`src/hdl/eht_pkg.sv`:
```
package eht_pkg;

   localparam int TEMP_BITS_DEFAULT = 10;

   localparam logic [7:0] INITIAL_TARGET_RESET    = 8'd40;
   localparam logic [7:0] MAX_SET_TEMP_RESET      = 8'd60;
   localparam logic [8:0] MAX_HEATER_TEMP_RESET   = 9'd100;
   localparam logic [5:0] TOLERANCE_RESET         = 6'd2;
   localparam logic [8:0] UNDER_TEMP_LIMIT_RESET  = 9'h1EC;
   localparam logic [8:0] CASE_OVER_LIMIT_RESET   = 9'd65;
   localparam logic [8:0] HEATER_OVER_LIMIT_RESET = 9'd110;

   localparam logic [7:0] TARGET_STEP = 8'd5;

   localparam int CSR_INDEX_BITS = 3;
   localparam int CSR_DATA_BITS  = 9;

   localparam logic [2:0] CSR_INITIAL_TARGET    = 3'd0;
   localparam logic [2:0] CSR_MAX_SET_TEMP      = 3'd1;
   localparam logic [2:0] CSR_MAX_HEATER_TEMP   = 3'd2;
   localparam logic [2:0] CSR_TOLERANCE         = 3'd3;
   localparam logic [2:0] CSR_UNDER_TEMP_LIMIT  = 3'd4;
   localparam logic [2:0] CSR_CASE_OVER_LIMIT   = 3'd5;
   localparam logic [2:0] CSR_HEATER_OVER_LIMIT = 3'd6;

   localparam logic [1:0] MODE_STANDBY   = 2'd0;
   localparam logic [1:0] MODE_HEAT      = 2'd1;
   localparam logic [1:0] MODE_COOL      = 2'd2;
   localparam logic [1:0] MODE_VENTILATE = 2'd3;

   localparam logic [1:0] FAULT_NONE   = 2'd0;
   localparam logic [1:0] FAULT_OVER   = 2'd1;
   localparam logic [1:0] FAULT_SENSOR = 2'd2;

   localparam int RSP_DATA_BITS = 16;

endpackage

```
`src/hdl/enclosure_heater_thermostat_core.sv`:
```
// Thermostat core: one control pass per request word, one response word per pass.
// The response word is registered directly from the accepted request.
// Throughput: one word per cycle; the single response register stalls input only
// while its word is held by the consumer.
// Reset (synchronous, active high) returns the control state and the settings to
// their defaults and clears a latched fault; the target starts at the initial target.
module enclosure_heater_thermostat_core #(
   parameter int TEMP_BITS = eht_pkg::TEMP_BITS_DEFAULT
) (
   input  logic                               clock,
   input  logic                               reset,
   input  logic                               req_tvalid,
   output logic                               req_tready,
   // up_level, down_level, select_level, case_temp, heater_temp, zero fill
   input  logic [((3 + 2 * TEMP_BITS + 7) / 8) * 8 - 1:0] req_tdata,
   // sample_valid
   input  logic                               req_tuser,
   output logic                               rsp_tvalid,
   input  logic                               rsp_tready,
   // heater_on, fan_on, vent_open, mode[1:0], target_temp[7:0], fault[1:0], zero fill
   output logic [eht_pkg::RSP_DATA_BITS-1:0]  rsp_tdata,
   input  logic                               csr_valid,
   output logic                               csr_ready,
   input  logic [eht_pkg::CSR_INDEX_BITS-1:0] csr_index,
   input  logic [eht_pkg::CSR_DATA_BITS-1:0]  csr_data
);

   // Comparison width: holds any reading, limit and target +/- half band, signed.
   localparam int CW = ((TEMP_BITS > 10) ? TEMP_BITS : 10) + 1;

   // Settings. The initial target is only used at reset, where the setting itself
   // also returns to its default, so that default seeds the target directly.
   logic [7:0] max_set_temp_ff;
   logic [8:0] max_heater_temp_ff;
   logic [5:0] tolerance_ff;
   logic [8:0] under_temp_limit_ff;
   logic [8:0] case_over_limit_ff;
   logic [8:0] heater_over_limit_ff;

   // Control state.
   logic [1:0]                  mode_ff, mode_in;
   logic                        pending_ff, pending_in;
   logic [7:0]                  target_ff, target_in;
   logic signed [TEMP_BITS-1:0] last_case_ff, last_case_in;
   logic signed [TEMP_BITS-1:0] last_heater_ff, last_heater_in;
   logic                        heater_ff, heater_in;
   logic                        fan_ff, fan_in;
   logic                        vent_ff, vent_in;
   logic                        close_vent_ff, close_vent_in;
   logic [2:0]                  prev_buttons_ff;
   logic [1:0]                  pud_ff, pud_in;
   logic [1:0]                  fault_ff, fault_in;

   logic                             rsp_tvalid_ff;
   logic [eht_pkg::RSP_DATA_BITS-1:0] rsp_tdata_ff, rsp_tdata_in;

   logic                        req_accept;
   logic [2:0]                  buttons_now;
   logic signed [TEMP_BITS-1:0] case_temp_word;
   logic signed [TEMP_BITS-1:0] heater_temp_word;

   assign req_tready  = !rsp_tvalid_ff || rsp_tready;
   assign req_accept  = req_tvalid && req_tready;
   assign csr_ready   = 1'b1;
   assign rsp_tvalid  = rsp_tvalid_ff;
   assign rsp_tdata   = rsp_tdata_ff;

   assign buttons_now      = req_tdata[2:0];
   assign case_temp_word   = req_tdata[3 +: TEMP_BITS];
   assign heater_temp_word = req_tdata[3 + TEMP_BITS +: TEMP_BITS];

   always_comb begin
      logic [2:0]           rise;
      logic signed [CW-1:0] case_x;
      logic signed [CW-1:0] heater_x;
      logic signed [CW-1:0] case_over_x;
      logic signed [CW-1:0] heater_over_x;
      logic signed [CW-1:0] under_x;
      logic signed [CW-1:0] heater_low_x;
      logic signed [CW-1:0] max_heater_x;
      logic signed [CW-1:0] lower_x;
      logic signed [CW-1:0] upper_x;
      logic [8:0]           step_up;
      logic [7:0]           stepped;

      rise = buttons_now & ~prev_buttons_ff;

      mode_in        = mode_ff;
      pending_in     = pending_ff;
      target_in      = target_ff;
      last_case_in   = last_case_ff;
      last_heater_in = last_heater_ff;
      heater_in      = heater_ff;
      fan_in         = fan_ff;
      vent_in        = vent_ff;
      close_vent_in  = close_vent_ff;
      pud_in         = pud_ff;
      fault_in       = fault_ff;

      case_over_x   = $signed({{(CW - 9){1'b0}}, case_over_limit_ff});
      heater_over_x = $signed({{(CW - 9){1'b0}}, heater_over_limit_ff});
      under_x       = $signed({{(CW - 9){under_temp_limit_ff[8]}}, under_temp_limit_ff});
      max_heater_x  = $signed({{(CW - 9){1'b0}}, max_heater_temp_ff});
      heater_low_x  = max_heater_x - $signed({{(CW - 6){1'b0}}, tolerance_ff});

      if (fault_ff == eht_pkg::FAULT_NONE) begin
         pud_in = pud_ff | rise[1:0];
         if (req_tuser) begin
            last_case_in   = case_temp_word;
            last_heater_in = heater_temp_word;
         end
      end

      case_x   = $signed({{(CW - TEMP_BITS){last_case_in[TEMP_BITS-1]}}, last_case_in});
      heater_x = $signed({{(CW - TEMP_BITS){last_heater_in[TEMP_BITS-1]}}, last_heater_in});

      if (fault_ff == eht_pkg::FAULT_NONE && req_tuser) begin
         if (case_x >= case_over_x || heater_x >= heater_over_x) begin
            fault_in = eht_pkg::FAULT_OVER;
         end else if (case_x <= under_x || heater_x <= under_x) begin
            fault_in = eht_pkg::FAULT_SENSOR;
         end
         if (fault_in != eht_pkg::FAULT_NONE) begin
            heater_in = 1'b0;
            vent_in   = 1'b1;
         end else begin
            // The fan runs on after heating until the element has cooled.
            if (!heater_ff && heater_x < case_over_x &&
                mode_ff != eht_pkg::MODE_COOL && mode_ff != eht_pkg::MODE_VENTILATE) begin
               fan_in = 1'b0;
            end
            if (heater_x > case_over_x) begin
               fan_in = 1'b1;
            end
         end
      end

      // Target stepping: up first with the upper clamp, then down with the floor.
      step_up = {1'b0, target_ff};
      if (pud_in[0]) begin
         step_up = {1'b0, target_ff} + {1'b0, eht_pkg::TARGET_STEP};
         if (step_up > {1'b0, max_set_temp_ff}) begin
            step_up = {1'b0, max_set_temp_ff};
         end
      end
      stepped = step_up[7:0];
      if (pud_in[1]) begin
         stepped = (step_up[7:0] < eht_pkg::TARGET_STEP) ? 8'd0
                                                         : step_up[7:0] - eht_pkg::TARGET_STEP;
      end

      lower_x = $signed({{(CW - 8){1'b0}}, stepped}) -
                $signed({{(CW - 5){1'b0}}, tolerance_ff[5:1]});
      upper_x = $signed({{(CW - 8){1'b0}}, stepped}) +
                $signed({{(CW - 5){1'b0}}, tolerance_ff[5:1]});

      if (fault_in == eht_pkg::FAULT_NONE) begin
         if (rise[2]) begin
            mode_in    = mode_ff + 2'd1;
            pending_in = 1'b1;
         end

         case (mode_in)
            eht_pkg::MODE_STANDBY: begin
               if (pending_in) begin
                  pending_in = 1'b0;
                  vent_in    = 1'b0;
                  heater_in  = 1'b0;
               end
            end
            eht_pkg::MODE_HEAT: begin
               if (pending_in) begin
                  pending_in = 1'b0;
                  vent_in    = 1'b0;
               end
               target_in = stepped;
               pud_in    = 2'b00;
               // The vent closes once on each switch of the heater.
               if (case_x <= lower_x && heater_x < heater_low_x) begin
                  if (!heater_in) begin
                     close_vent_in = 1'b1;
                  end
                  fan_in    = 1'b1;
                  heater_in = 1'b1;
                  if (close_vent_in) begin
                     vent_in       = 1'b0;
                     close_vent_in = 1'b0;
                  end
               end else if (case_x >= upper_x || heater_x > max_heater_x) begin
                  if (heater_in) begin
                     close_vent_in = 1'b1;
                  end
                  heater_in = 1'b0;
                  if (close_vent_in) begin
                     vent_in       = 1'b0;
                     close_vent_in = 1'b0;
                  end
               end
            end
            eht_pkg::MODE_COOL: begin
               if (pending_in) begin
                  pending_in = 1'b0;
                  vent_in    = 1'b1;
                  fan_in     = 1'b1;
                  heater_in  = 1'b0;
               end
            end
            eht_pkg::MODE_VENTILATE: begin
               if (pending_in) begin
                  pending_in = 1'b0;
                  vent_in    = 1'b0;
                  fan_in     = 1'b1;
                  heater_in  = 1'b0;
               end
            end
            default: begin
               mode_in = mode_ff;
            end
         endcase
      end

      rsp_tdata_in = {1'b0, fault_in, target_in, mode_in, vent_in, fan_in, heater_in};
   end

   always_ff @(posedge clock) begin
      if (reset) begin
         max_set_temp_ff      <= eht_pkg::MAX_SET_TEMP_RESET;
         max_heater_temp_ff   <= eht_pkg::MAX_HEATER_TEMP_RESET;
         tolerance_ff         <= eht_pkg::TOLERANCE_RESET;
         under_temp_limit_ff  <= eht_pkg::UNDER_TEMP_LIMIT_RESET;
         case_over_limit_ff   <= eht_pkg::CASE_OVER_LIMIT_RESET;
         heater_over_limit_ff <= eht_pkg::HEATER_OVER_LIMIT_RESET;
      end else if (csr_valid && csr_ready) begin
         case (csr_index)
            eht_pkg::CSR_MAX_SET_TEMP:      max_set_temp_ff      <= csr_data[7:0];
            eht_pkg::CSR_MAX_HEATER_TEMP:   max_heater_temp_ff   <= csr_data[8:0];
            eht_pkg::CSR_TOLERANCE:         tolerance_ff         <= csr_data[5:0];
            eht_pkg::CSR_UNDER_TEMP_LIMIT:  under_temp_limit_ff  <= csr_data[8:0];
            eht_pkg::CSR_CASE_OVER_LIMIT:   case_over_limit_ff   <= csr_data[8:0];
            eht_pkg::CSR_HEATER_OVER_LIMIT: heater_over_limit_ff <= csr_data[8:0];
            default: begin
               // The initial target and unused indexes leave the settings alone.
            end
         endcase
      end
   end

   always_ff @(posedge clock) begin
      if (reset) begin
         mode_ff         <= eht_pkg::MODE_STANDBY;
         pending_ff      <= 1'b1;
         target_ff       <= eht_pkg::INITIAL_TARGET_RESET;
         last_case_ff    <= '0;
         last_heater_ff  <= '0;
         heater_ff       <= 1'b0;
         fan_ff          <= 1'b0;
         vent_ff         <= 1'b1;
         close_vent_ff   <= 1'b1;
         prev_buttons_ff <= 3'b000;
         pud_ff          <= 2'b00;
         fault_ff        <= eht_pkg::FAULT_NONE;
         rsp_tvalid_ff   <= 1'b0;
      end else begin
         if (req_accept) begin
            mode_ff         <= mode_in;
            pending_ff      <= pending_in;
            target_ff       <= target_in;
            last_case_ff    <= last_case_in;
            last_heater_ff  <= last_heater_in;
            heater_ff       <= heater_in;
            fan_ff          <= fan_in;
            vent_ff         <= vent_in;
            close_vent_ff   <= close_vent_in;
            prev_buttons_ff <= buttons_now;
            pud_ff          <= pud_in;
            fault_ff        <= fault_in;
            rsp_tvalid_ff   <= 1'b1;
         end else if (rsp_tready) begin
            rsp_tvalid_ff <= 1'b0;
         end
      end
   end

   always_ff @(posedge clock) begin
      if (req_accept) begin
         rsp_tdata_ff <= rsp_tdata_in;
      end
   end

endmodule
```
`config.mk`:
```
export PLATFORM = sky130hd
export DESIGN_NAME = enclosure_heater_thermostat_core
export DESIGN_NICKNAME = d
export VERILOG_FILES = /design/src/hdl/eht_pkg.sv /design/src/hdl/enclosure_heater_thermostat_core.sv
export SDC_FILE = /design/constraint.sdc
export NUM_CORES = 1
export LEC_CHECK = 0
export ABC_AREA = 1
export BUFFER_PORTS_ARGS = -buffer_cell sky130_fd_sc_hd__buf_2
export CELL_PAD_IN_SITES_DETAIL_PLACEMENT = 1
export CELL_PAD_IN_SITES_GLOBAL_PLACEMENT = 2
export CORE_MARGIN = 10
export CORE_UTILIZATION = 38
export CTS_CLUSTER_DIAMETER = 80
export DETAILED_ROUTE_END_ITERATION = 12
export PLACE_DENSITY_LB_ADDON = 0.05
export SYNTH_ARGS = -nofsm -noshare
export SYNTH_HDL_FRONTEND = slang
export SYNTH_SLANG_ARGS = --single-unit
```
`constraint.sdc`:
```
create_clock -name clock -period 9.5 [get_ports clock]
set_clock_uncertainty 0.15 [all_clocks]
set_input_delay 1.9 -clock clock [delete_from_list [all_inputs] [get_ports clock]]
set_output_delay 1.9 -clock clock [all_outputs]
set_load 0.02 [all_outputs]
```
==> results of run 1 <==
-- per-layer routing --
metal,vias to the layer above,GRT usage (%)
met2,79,29.9
met5,-,0
met3,19,2.27
met4,0,4.69
met1,3540,25.4
li1,3892,-
-- registers in the layout, summed over array words and instances, names as in the netlist, 2 cells and up --
signal and cells:
rsp_tdata 15, case_over_limit_ff 9, heater_over_limit_ff 9, last_case_ff 10
max_heater_temp_ff 9, tolerance_ff 6, prev_buttons_ff 3, max_set_temp_ff 8
fault_ff 2, last_heater_ff 10, target_ff 8, mode_ff 2
pud_ff 2, under_temp_limit_ff 9
-- power by group through the flow --
stage / Sequential (W) / Combinational [W] / Clock, W
after floorplan: 0.000544 / 0.000559 / 0
after global placement: 0.000534 / 0.000778 / 0
after detailed placement: 0.000535 / 0.000796 / 0
after CTS: 0.000525 / 0.000802 / 0.000415
after global routing: 0.000529 / 0.000913 / 0.000429
final: 0.000524 / 0.000788 / 0.000401
-- metrics by stage --
step	power, W	util (%)	setup WS [ns]
2_1_floorplan	0.00110	-	3.33
5_1_grt	0.00187	43.4	1.84
4_1_cts	0.00174	43.4	2.33
3_3_place_gp	0.00131	42.0	2.03
6_report	0.00171	43.4	2.43
3_5_place_dp	0.00133	42.0	1.97
-- area by class of cell --
| type | count | area (um2) | share of cell area [%] |
|---|---|---|---|
| well taps | 275 | 344 | 3.73 |
| flip-flops and latches | 108 | 2310 | 25.1 |
| inverters | 214 | 803 | 8.72 |
| clock inverters | 7 | 83.8 | 0.910 |
| multi-input cells | 806 | 5050 | 54.8 |
| clock buffers | 9 | 225 | 2.44 |
| repair buffers | 72 | 398 | 4.32 |
-- worst max-delay path, cell delays in order --
cell and delay, ns:
buf_2 0.10, nand2_2 0.26, clkinv_1 0.83, o21ai_1 1.20
ha_1 0.40, a21oi_1 0.12, o21ai_0 0.14, nand2_1 0.10
nand3_1 0.07, nand2_1 0.06, nand2_1 0.05, nor2_1 0.25
nor2_1 0.11, nand3_1 0.11, nand2_2 0.10, inv_1 0.09
nand2_1 0.07, nor2_1 0.69, nand2_1 0.18, o21a_1 0.16
-- cell families (layout without fill, tap and decap cells) --
family	Yosys count	in the layout	share of synthesized area, %
muxes	1	1	0.121
and+or+nand+nor	395	395	22.2
xor gates and xnor gates	22	22	2.33
DFF	108	108	27.9
buffers and inverters	243	302	11.2
other	2	2	0.0907
AOI/OAI and AO/OA	265	265	17.6
adders and majority gates	121	121	18.5
-- cell usage after synthesis (all sizes together), types with 6 or more instances --
library cell	n	area [um2]
a21oi	114	571
buf	7	41.3
clkbuf	22	82.6
dfxtp	93	1860
edfxtp	15	450
ha	118	1480
inv	212	796
nand2	240	991
nand3	56	323
nand4	15	100
nor2	73	358
o211ai	19	143
o21a	7	52.6
o21ai	108	556
xnor2	6	52.6
xor2	16	140
-- path summary, 6_finish.rpt --
kind                                 endpoint  slack, ns
worst min-delay path            close_vent_ff       0.30
worst min register to register  close_vent_ff       0.30
worst max-delay path            rsp_tdata[10]       2.43
worst max register to register   rsp_tdata[2]       2.62
==> impl_metrics.tcl, run 1 <==
set metrics [dict create \
    status "finished clean" \
    antenna_left 0 \
    place_area_mm2 0.00890 \
    grt_pass1_wl_um 41700 \
    synth.distinct_cells 49 \
    fin_crit_sh_pct 74.4 \
    num_vias 7530 \
    rsz0062_at_grt "no" \
    cp.required_ns 9.47 \
    synth_area_mm2 0.00828 \
    arrival_ns 7.03 \
    r2r-start "target_ff[0]" \
    pwr-share-seq_pct 30.6 \
    layout_commonest_cell "nand2_1" \
    drt_pre_antenna_iters 4 \
    end_kind "flop" \
    clock-root-buffer "clkbuf_16" \
    cts_resized 0 \
    cts_buffers 9 \
    nFillCells 2774 \
    grt_pass1_vias 7706 \
    setup_tns_ns 0 \
    syn_to_final_growth_pct 11.2 \
    power.share.clock_pct 23.4 \
    grt_max_degree 54 \
    power_density_mw_per_mm2 186 \
    p_comb_share_pct 46.0 \
    yosysWarnings 0 \
    synthCells 1157 \
    drc 0 \
    routed_wl_um 25900 \
    core_area_mm2 0.0212 \
    start_kind "primary input" \
    final_cell_mix "nand2_1 (219), inv_1 (205), ha_1 (118), a21oi_1 (114), o21ai_0 (99)" \
    synth_edf_count 15 \
    drive_above_1_share_pct 11.7 \
    hold_viol_final 0 \
    path_class "in2reg" \
    drv_slew 0 \
    cellLeakagePower_nw 4.78 \
    globalplace.congestion 0.824 \
    dpl.hpwl_um 20100 \
    fin_nets 1374 \
    postCtsSetupBuffers 0 \
    finish.instance_area_mm2 0.00921 \
    grt_usage_pct 18.5 \
    crit_start "req_tuser" \
    syn_nets 1320 \
    hold_path_class "reg2reg" \
    reg2reg_depth 43 \
    io_buffer_count 57 \
    ys.flop_type "dfxtp_1" \
    max_freq_mhz 141 \
    cts.path.max_buffers 2 \
    synth_seq_cells 108 \
    ys_async_sr_fraction_pct 0 \
    die-height_um 168 \
    dr_wl_met3_um 780 \
    clk_pin_slew_ns 0.09 \
    drt_iter0_drc 262 \
    min_period_ns 7.07 \
    fp-row-count 53 \
    wl_per_cell_um 17.4 \
    cts_hold_buf 0 \
    top_layer "met4" \
    die_w_um 168 \
    overflow 0 \
    swShare_pct 43.6 \
    met1Wirelength_um 13000 \
    grt_antenna_before_repair 0 \
    maxSlewHeadroom_pct 26.5 \
    wl_met2_um 11800 \
    p_switching_w 0.000748 \
    num_antenna_cells 0 \
    intPower_w 0.000966 \
    worstSkewPairLatency_ns 0.37 \
    avgSynthCellArea_um2 7.16 \
    seq_area_frac_synth_pct 27.9 \
    hp-start "close_vent_ff" \
    die_area_mm2 0.0281 \
    io-pin-count 61 \
    cts_sinks 108 \
    cts_tree "done" \
    tightest_slew_ns 1.09 \
    cap_violations 0 \
    fin_hold_ws_ns 0.304 \
    fin_cells 1491 \
    h-tree-depth 3 \
    crit_path_max_fanout 35 \
    vdd_drop_max_v 0.0000823 \
    dp.cells 1475 \
    setup_viol 0 \
    hold_depth 2 \
    start_util_pct 39.0 \
    via_per_inst 5.05 \
]
Power figures use the tool's default switching activity.
==> inputs of run 2 (changes only) <==
--- a/config.mk
+++ b/config.mk
@@ -5,12 +5,12 @@
 export SDC_FILE = /design/constraint.sdc
 export NUM_CORES = 1
 export LEC_CHECK = 0
-export ABC_AREA = 1
+export ABC_AREA = 0
 export BUFFER_PORTS_ARGS = -buffer_cell sky130_fd_sc_hd__buf_2
 export CELL_PAD_IN_SITES_DETAIL_PLACEMENT = 1
 export CELL_PAD_IN_SITES_GLOBAL_PLACEMENT = 2
 export CORE_MARGIN = 10
-export CORE_UTILIZATION = 38
+export CORE_UTILIZATION = 33
 export CTS_CLUSTER_DIAMETER = 80
 export DETAILED_ROUTE_END_ITERATION = 12
 export PLACE_DENSITY_LB_ADDON = 0.05
==> constraint.sdc (replaced) <==
create_clock -name clock -period 5.9 [get_ports clock]
set_clock_uncertainty 0.15 [all_clocks]
set_input_delay 1.18 -clock clock [delete_from_list [all_inputs] [get_ports clock]]
set_output_delay 1.18 -clock clock [all_outputs]
set_load 0.02 [all_outputs]
==> impl_metrics.tcl, run 2 <==
set metrics [dict create \
    num_antenna_cells 0 \
    yosys.area.top_type "dfxtp_1" \
    swShare_pct 38.1 \
    maxSlewHeadroom_pct 29.3 \
    status "complete, but fails checks" \
    pwr-share-seq_pct 27.9 \
    yosysMostFrequentCell "nand2_1" \
    vdd_drop_max_v 0.000157 \
    cts_tree "done" \
    intPower_w 0.00184 \
    cellLeakagePower_nw 4.76 \
    grt_antenna_before_repair 0 \
    globalRouteMet2Util_pct 29.1 \
    syn_nets 1171 \
    synthCells 1008 \
    synth.distinct_cells 74 \
    synthMuxAreaShare_pct 3.57 \
    ff2ff_setup_slack_ns -0.91 \
    place_area_mm2 0.00986 \
    drive_above_1_share_pct 25.3 \
    overflow 0 \
    fin_cells 1507 \
    synth_area_leaders "dfxtp_1 (23%), ha_1 (18%), nand2_1 (7.0%)" \
    h-tree-depth 3 \
    synth_compound_area_share_pct 19.8 \
    die_area_mm2 0.0314 \
    synth_edf_count 15 \
    max_freq_mhz 147 \
    tightest_slew_ns 1.06 \
    start_kind "flop" \
    end_kind "flop" \
    largest_reg_flops 15 \
    synthTopCellsByCount "nand2_1 (153), ha_1 (118), nor2_1 (98), dfxtp_1 (93), inv_1 (79)" \
    slowest_stage "or4_4" \
    synth_top_family_by_area "simple AND/OR/NAND/NOR gates" \
    start_util_pct 33.5 \
    layout_commonest_cell "nand2_1" \
    path_class "reg2reg" \
    grt_pass1_wl_um 45000 \
    die-height_um 177 \
    cts_hold_buf 0 \
    synth_area_mm2 0.00816 \
    avgSynthCellArea_um2 8.09 \
    p_comb_share_pct 48.2 \
    finish.instance_area_mm2 0.0104 \
    r2r-start "target_ff[0]" \
    cpMostUsedCell "nor2_1" \
    synth-xor-area-share_pct 3.01 \
    setup_viol 7 \
    clock-root-buffer "clkbuf_16" \
    crit_start "target_ff[0]" \
    io_buffer_count 57 \
    rsz0062_at_grt "yes" \
    setup_ws_ns -0.910 \
    seq_area_frac_synth_pct 28.3 \
    cap_violations 0 \
    fin_crit_sh_pct 115 \
    wl_per_cell_um 19.1 \
    dpl.hpwl_um 23100 \
    io-pin-count 61 \
    die_w_um 177 \
    yosysWarnings 0 \
    drc 0 \
    cts_sinks 108 \
    ys_async_sr_fraction_pct 0 \
    hold_viol_final 0 \
    clk_pin_slew_ns 0.08 \
    rr_endpoint "rsp_tdata[2]" \
    violations "negative setup slack" \
    grt_usage_pct 18.4 \
    dp.cells 1483 \
    setup_tns_ns -5.52 \
    synth_top_area_share_pct 22.8 \
    antenna_left 0 \
    min_period_ns 6.81 \
    num_vias 7726 \
    reg2reg_depth 32 \
    synth-adder-area-share_pct 18.8 \
    cts.path.max_buffers 2 \
    fin_nets 1341 \
    grt_use_met1_pct 25.7 \
    arrival_ns 6.79 \
    cts_buffers 9 \
    crit_end "rsp_tdata[2]" \
    ys.flop_type "dfxtp_1" \
    gr-max-usage-layer "met2" \
    syn_to_final_growth_pct 27.6 \
    crit_path_max_fanout 6 \
    power_density_mw_per_mm2 285 \
    max_stage_delay_ns 0.57 \
    drv_slew 0 \
    power.share.clock_pct 23.9 \
    globalplace.congestion 0.902 \
    p_switching_w 0.00113 \
    via_per_inst 5.13 \
    synth_seq_cells 108 \
    drt_iter0_drc 292 \
    grt_pass1_vias 7765 \
    drt_pre_antenna_iters 4 \
    final_cell_mix "nand2_1 (151), buf_4 (141), ha_1 (112), nor2_1 (97), dfxtp_1 (87)" \
    core_area_mm2 0.0243 \
    dp_slack_ns -1.10 \
    routed_wl_um 28800 \
    cp.required_ns 5.88 \
    grt_max_degree 52 \
    synth-simple-area-share_pct 20.4 \
    p_total_w 0.00297 \
    fp-row-count 57 \
    worstSkewPairLatency_ns 0.38 \
    use_met3_pct 2.45 \
    hold_path_class "reg2reg" \
]
run 2: what timing repair did:
action / CTS / global route
pin swaps: 3 / 10
gates resized for setup: 15 / 16
hold endpoints to repair: 0 / 0
setup endpoints to repair: 7 / 7
setup buffers: 7 / 1
run 2: worst max-delay path: cells and delay by family (launching register included):
| family | cells | cell delay (ns) |
|---|---|---|
| AND/OR/NAND/NOR | 10 | 2.17 |
| AO/OA/AOI/OAI | 13 | 2.05 |
| adder cells (fa/ha/maj) | 5 | 1.25 |
| flip-flops | 1 | 0.37 |
| buffers and inverters | 3 | 0.37 |
| XOR/XNOR | 1 | 0.17 |
run 2: cell families after synthesis:
family | Yosys count
AOI/OAI and AO/OA | 234
xor gates and xnor gates | 28
adders and majority gates | 121
buffers and inverters | 121
DFF | 108
muxes | 28
other | 2
and+or+nand+nor | 366
run 2: worst min path at each step:
stage,from,endpoint,slack [ns],cells past startpoint
after floorplan,pending_ff,pending_ff,0.27,2
after global placement,pending_ff,pending_ff,0.28,2
after detailed placement,pending_ff,pending_ff,0.29,2
after CTS,pending_ff,pending_ff,0.31,2
after global routing,prev_buttons_ff[1],prev_buttons_ff[1],0.33,2
final,pending_ff,pending_ff,0.30,2
run 2: area by class of cell:
class	instances	area [um2]
flip-flops and latches	108	2330
multi-input cells	779	5680
clock buffers	10	250
inverters	81	304
well taps	324	405
fillers	2948	13900
repair buffers	199	1360
clock inverters	6	86.3
run 2: power groups by stage:
stage | combinational [W] | sequential [W] | clock (W)
3_5_place_dp | 0.00136 | 0.000845 | 0
6_report | 0.00143 | 0.000828 | 0.000709
3_3_place_gp | 0.00133 | 0.000843 | 0
5_1_grt | 0.00159 | 0.000834 | 0.000756
4_1_cts | 0.00142 | 0.000828 | 0.000730
2_1_floorplan | 0.000802 | 0.000855 | 0
run 2: per-layer routing:
metal,up-vias,part of all wire [%]
li1,3900,-
met1,3702,51
met2,100,44
met3,24,3.5
met4,0,1.5
met5,-,0
run 2: through the flow:
step,utilization (%),hold WS [ns]
4_1_cts,42.5,0.305
5_1_grt,42.8,0.331
2_1_floorplan,-,0.273
6_report,42.8,0.300
3_3_place_gp,40.5,0.285
3_5_place_dp,40.5,0.290
